`src/rtl/bha_pkg.sv`:
```
// Shared constants and controller/datapath interface types for the buddy allocator.
// Depends on nothing.
package bha_pkg;

   localparam int UNITS      = 512;
   localparam int UNIT_BITS  = 9;
   localparam int MIN_BLOCK  = 32;
   localparam int MIN_SHIFT  = 5;
   localparam int MAX_BLOCK  = 16384;
   localparam int ENTRY_W    = 16;
   localparam int LG_W       = 4;
   localparam logic [31:0] HEAP_BASE_RST = 32'h2000_1000;
   localparam logic        CMD_ALLOC = 1'b0;
   localparam logic        CMD_FREE  = 1'b1;
   localparam logic        REG_HEAP_BASE = 1'b0;

   typedef struct packed {
      logic load;
      logic clr_wr;
      logic init_scan;
      logic init_free;
      logic scan_rd;
      logic scan_hit_wr;
      logic scan_next;
      logic unw_rd;
      logic unw_wr;
      logic unw_next;
      logic fr_rd;
      logic fr_head_wr;
      logic bud_rd;
      logic mrg_wr_hi;
      logic mrg_wr_lo;
      logic rsp_alloc;
      logic rsp_free;
      logic rsp_fail;
   } dp_cmd_type;

   typedef struct packed {
      logic is_free;
      logic size_bad;
      logic addr_bad;
      logic hit;
      logic scan_last;
      logic unw_done;
      logic go_left;
      logic rd_free;
      logic head_zero;
      logic bud_out;
      logic bud_match;
      logic clr_done;
   } dp_stat_type;

endpackage

```
`src/rtl/bha_ctrl.sv`:
```
// Controller: sequences table clear, allocate scan/unwind and free/merge walks.
// Depends on bha_pkg.
module bha_ctrl (
   input  logic                 clock,
   input  logic                 reset,
   input  logic                 req_valid,
   output logic                 req_ready,
   output logic                 rsp_valid,
   input  logic                 rsp_ready,
   output bha_pkg::dp_cmd_type  cmd,
   input  bha_pkg::dp_stat_type stat
);

   localparam logic [3:0] S_CLR   = 4'd0;
   localparam logic [3:0] S_IDLE  = 4'd1;
   localparam logic [3:0] S_CHK   = 4'd2;
   localparam logic [3:0] S_A_RD  = 4'd3;
   localparam logic [3:0] S_A_EV  = 4'd4;
   localparam logic [3:0] S_U_CHK = 4'd5;
   localparam logic [3:0] S_U_EV  = 4'd6;
   localparam logic [3:0] S_F_RD  = 4'd7;
   localparam logic [3:0] S_F_EV  = 4'd8;
   localparam logic [3:0] S_F_BUD = 4'd9;
   localparam logic [3:0] S_F_CMP = 4'd10;
   localparam logic [3:0] S_F_W2  = 4'd11;
   localparam logic [3:0] S_RESP  = 4'd12;

   logic [3:0] state_ff, state_in;

   always_comb begin
      state_in = state_ff;
      cmd      = '0;
      case (state_ff)
         S_CLR: begin
            cmd.clr_wr = 1'b1;
            if (stat.clr_done) state_in = S_IDLE;
         end
         S_IDLE: begin
            if (req_valid) begin
               cmd.load = 1'b1;
               state_in = S_CHK;
            end
         end
         S_CHK: begin
            if (stat.is_free) begin
               if (stat.addr_bad) begin
                  cmd.rsp_fail = 1'b1;
                  state_in     = S_RESP;
               end else begin
                  cmd.init_free = 1'b1;
                  state_in      = S_F_RD;
               end
            end else if (stat.size_bad) begin
               cmd.rsp_fail = 1'b1;
               state_in     = S_RESP;
            end else begin
               cmd.init_scan = 1'b1;
               state_in      = S_A_RD;
            end
         end
         S_A_RD: begin
            cmd.scan_rd = 1'b1;
            state_in    = S_A_EV;
         end
         S_A_EV: begin
            if (stat.hit) begin
               cmd.scan_hit_wr = 1'b1;
               state_in        = S_U_CHK;
            end else if (stat.scan_last) begin
               cmd.rsp_fail = 1'b1;
               state_in     = S_RESP;
            end else begin
               cmd.scan_next = 1'b1;
               state_in      = S_A_RD;
            end
         end
         // walk back up: a left-path ancestor re-marks its right half
         S_U_CHK: begin
            if (stat.unw_done) begin
               cmd.rsp_alloc = 1'b1;
               state_in      = S_RESP;
            end else if (stat.go_left) begin
               cmd.unw_rd = 1'b1;
               state_in   = S_U_EV;
            end else begin
               cmd.unw_next = 1'b1;
            end
         end
         S_U_EV: begin
            cmd.unw_wr   = stat.rd_free;
            cmd.unw_next = 1'b1;
            state_in     = S_U_CHK;
         end
         S_F_RD: begin
            cmd.fr_rd = 1'b1;
            state_in  = S_F_EV;
         end
         S_F_EV: begin
            if (stat.head_zero) begin
               cmd.rsp_fail = 1'b1;
               state_in     = S_RESP;
            end else begin
               cmd.fr_head_wr = 1'b1;
               state_in       = S_F_BUD;
            end
         end
         S_F_BUD: begin
            if (stat.bud_out) begin
               cmd.rsp_free = 1'b1;
               state_in     = S_RESP;
            end else begin
               cmd.bud_rd = 1'b1;
               state_in   = S_F_CMP;
            end
         end
         S_F_CMP: begin
            if (stat.bud_match) begin
               cmd.mrg_wr_hi = 1'b1;
               state_in      = S_F_W2;
            end else begin
               cmd.rsp_free = 1'b1;
               state_in     = S_RESP;
            end
         end
         S_F_W2: begin
            cmd.mrg_wr_lo = 1'b1;
            state_in      = S_F_BUD;
         end
         S_RESP: begin
            if (rsp_ready) state_in = S_IDLE;
         end
         default: begin
            state_in = S_IDLE;
         end
      endcase
   end

   always_ff @(posedge clock) begin
      if (reset) begin
         state_ff <= S_CLR;
      end else begin
         state_ff <= state_in;
      end
   end

   assign req_ready = state_ff == S_IDLE;
   assign rsp_valid = state_ff == S_RESP;

endmodule

```
`config.mk`:
```
export PLATFORM = sky130hd
export DESIGN_NAME = bha_ctrl
export DESIGN_NICKNAME = d
export VERILOG_FILES = /design/src/rtl/bha_pkg.sv /design/src/rtl/bha_ctrl.sv
export SDC_FILE = /design/constraint.sdc
export NUM_CORES = 1
export LEC_CHECK = 0
export BUFFER_PORTS_ARGS = -buffer_cell sky130_fd_sc_hd__buf_2
export CORE_UTILIZATION = 39
export CTS_BUF_LIST = sky130_fd_sc_hd__clkbuf_16
export DETAILED_ROUTE_END_ITERATION = 6
export HOLD_SLACK_MARGIN = 0.12
export PLACE_DENSITY = 0.75
export SYNTH_ARGS = -nofsm -noshare
export SYNTH_HDL_FRONTEND = slang
export SYNTH_SLANG_ARGS = --single-unit
```
`constraint.sdc`:
```
create_clock -name clock -period 1.46 [get_ports clock]
set_clock_uncertainty 0.15 [all_clocks]
set_input_delay 0.292 -clock clock [delete_from_list [all_inputs] [get_ports clock]]
set_output_delay 0.292 -clock clock [all_outputs]
set_load 0.005 [all_outputs]
```
==> results.toml <==
[outcome]
status = "finished, violations left"
violations = "setup timing"

[power]
clock_power_share_pct = 52.5
p_sw_mw = 0.214
p_total_mw = 0.802
p_leak_nw = 0.646
internal-power_mw = 0.588
p_comb_share_pct = 32.2
pwr-share-seq_pct = 15.3
powerDensity_mw_per_mm2 = 566
switching_share_pct = 26.7
peakVddDrop_mv = 1.44

[route]
drc = 0
ant_nets = 0
wl_per_cell_um = 21.0
drtIter0Drc = 55
drt_wl_total_mm = 3.72
vias = 1119
drtPass1Iterations = 4
avgViaCountPerCell = 6.32

[min_path]
min_to = "state_ff[3]$_SDFFE_PP0P_"
hold_class = "input pin to register"
hold_path_depth = 2
hold_start = "reset"

[placed_design]
dp_hpwl_mm = 1.65
placed_area_um2 = 983
io_buffers = 35
routabilityCongestion = 0.831

[setup_path]
r2r-end = "state_ff[2]$_SDFFE_PP0P_"
critical_path_class = "register to primary output"
crit_required_ns = 1.02
r2r-start = "state_ff[3]$_SDFFE_PP0P_"
cp_max_fo = 4
reg2reg_depth = 5
crit_arrival_ns = 1.55
r2r_setup_slack_ns = -0.33
start_kind = "register"
crit_path_end_kind = "primary output"

[flow_run]
maxCapViolCount = 0

[floorplan]
initial_utilization_pct = 42.2
io_pins = 36
rows = 14
die_w_um = 42.6
die_area_mm2 = 0.00182
core_region_area_mm2 = 0.00152
die_y_um = 42.6

[synthesis]
synth_area_um2 = 643
synth_edf_count = 0
synth_nets = 108
synthFlopType = "dfxtp_1"
seq_area_frac_synth_pct = 12.5
ys_seq_elements = 4
syn_avg_cell_area_um2 = 6.99
ys_warn_count = 0
syn_inst = 92
synth.distinct_cells = 36
async_flop_share_pct = 0

[final_layout]
largest_reg_flops = 4
n_fill_cell = 53
layout_common_cells = "buf_2 (33), buf_4 (25), buf_6 (13), nor2_1 (10), nand2_1 (5)"
stdcell_area_mm2 = 0.00142
num_antenna_cells = 0
biggestRegsByFlops = "state_ff: 4 flops"
final_common_cell = "buf_2"
area_growth_pct = 121
final_core_util_pct = 93.1
final_nets = 179
largest-register = "state_ff"
drive_gt1_share_pct = 72.0

[sta]
hold_violations = 0
finalSetupViolCount = 24
max-slew-margin-rel_pct = 69.5
worst_slew_pin_slew_ns = 0.451
fmax_mhz = 502
rsz0062_at_grt = "true"
finalCritPeriodShare_pct = 136
setup_slack_ns = -0.531
slew_viol_final = 0
period_needed_ns = 1.99

[grt]
globalRoute.totalOverflow = 0
grt_pass1_vias = 923
grt_usage_pct = 31.4
grt_max_degree = 14
grt_pass1_wl_mm = 4.28
antenna_found_initial = 0

[clock_network]
tritoncts = "built"
cts_made_buffers = 3
clk_pin_slew_worst_paths_ns = 0.03
clock_latency_ns = 0.22
cts_buffer_depth = 2
htreeDepth = 1
cts_root_buf = "clkbuf_16"
cts_sinks = 4
==> metal layers <==
metal  routed length, um  track usage (%)  up-vias  share of wire (%)
met3                 250             4.74       25                6.7
met2                1790             54.8       71                 48
met5                   0                0        -                  0
met1                1480             37.8      541                 40
met4                 198             13.1        0                5.3
li1                    -                -      482                  -
==> worst max-delay path: stages (launching register included) <==
cell      delay [ns]
dfxtp_2         0.33
or4b_4          0.55
and2b_2         0.24
a21oi_2         0.04
nand2b_1        0.06
buf_2           0.10
==> stage by stage <==
| stage | cells | TNS, ns | hold slack [ns] | worst slack [ns] |
|---|---|---|---|---|
| 3_3_place_gp | 158 | -1.92 | 0.377 | -0.263 |
| 4_1_cts | 170 | -6.65 | 0.148 | -0.506 |
| 2_1_floorplan | 92 | -0.371 | 0.211 | -0.146 |
| 6_report | 177 | -7.41 | 0.158 | -0.531 |
| 5_1_grt | 177 | -8.33 | 0.163 | -0.566 |
| 3_5_place_dp | 158 | -2.33 | 0.381 | -0.302 |
==> how the worst max path moves through the flow <==
stage                     endpoint  depth (start not counted)  slack [ns]                startpoint
after floorplan             cmd[0]                          4       -0.15  state_ff[2]$_SDFFE_PP0P_
after global placement      cmd[0]                          5       -0.26  state_ff[2]$_SDFFE_PP0P_
after detailed placement    cmd[0]                          5       -0.30  state_ff[2]$_SDFFE_PP0P_
after CTS                   cmd[0]                          5       -0.51  state_ff[3]$_SDFFE_PP0P_
after global routing        cmd[0]                          5       -0.57  state_ff[0]$_SDFFE_PP0P_
final                       cmd[0]                          5       -0.53  state_ff[3]$_SDFFE_PP0P_
==> synth_stat cells (2+ instances only) <==
cell type | count | area [um2]
nand2b_1 | 7 | 43.8
dfxtp_1 | 4 | 80.1
and3_1 | 2 | 12.5
o31ai_1 | 3 | 22.5
nor2_1 | 13 | 48.8
o31a_1 | 2 | 17.5
nand3b_1 | 2 | 15.0
a21oi_1 | 4 | 20.0
and2b_2 | 2 | 17.5
and2_1 | 3 | 18.8
nor3b_1 | 3 | 22.5
nor3_1 | 3 | 15.0
nor2b_1 | 2 | 12.5
nand2_1 | 7 | 26.3
or4b_4 | 2 | 27.5
o21ai_0 | 3 | 15.0
buf_2 | 6 | 30.0
nor4_1 | 6 | 37.5
==> timing repair <==
item                       4_1_cts  5_1_grt
setup endpoints to repair       24       24
hold buffers                     0        0
pin swaps                       19        8
setup buffers                    9        8
hold endpoints to repair         0        0
gates resized for setup         34       27
gates cloned                     1        0
==> layout make-up <==
type	instances	area, um2	area share [%]
well taps	16	20.0	1.41
multi-input cells	79	688	48.5
clock buffers	3	75.1	5.29
flip-flops and latches	4	87.6	6.17
repair buffers	74	544	38.4
inverters	1	3.75	0.265
==> cell families (layout without fill, tap and decap cells) <==
kind of cell,after synthesis,count (layout),share of synthesized area [%]
AND/OR/NAND/NOR,57,57,53.9
multiplexers,1,1,1.75
buffers and inverters,9,78,7.00
AO/OA/AOI/OAI,21,21,24.9
flip-flops,4,4,12.5
==> power by group through the flow <==
stage,sequential [mW],combinational [mW],clock [mW]
2_1_floorplan,0.119,0.0855,0
3_3_place_gp,0.120,0.167,0
3_5_place_dp,0.121,0.170,0
4_1_cts,0.122,0.211,0.427
5_1_grt,0.123,0.268,0.440
6_report,0.122,0.258,0.422
(Power assumes the default switching activity.)
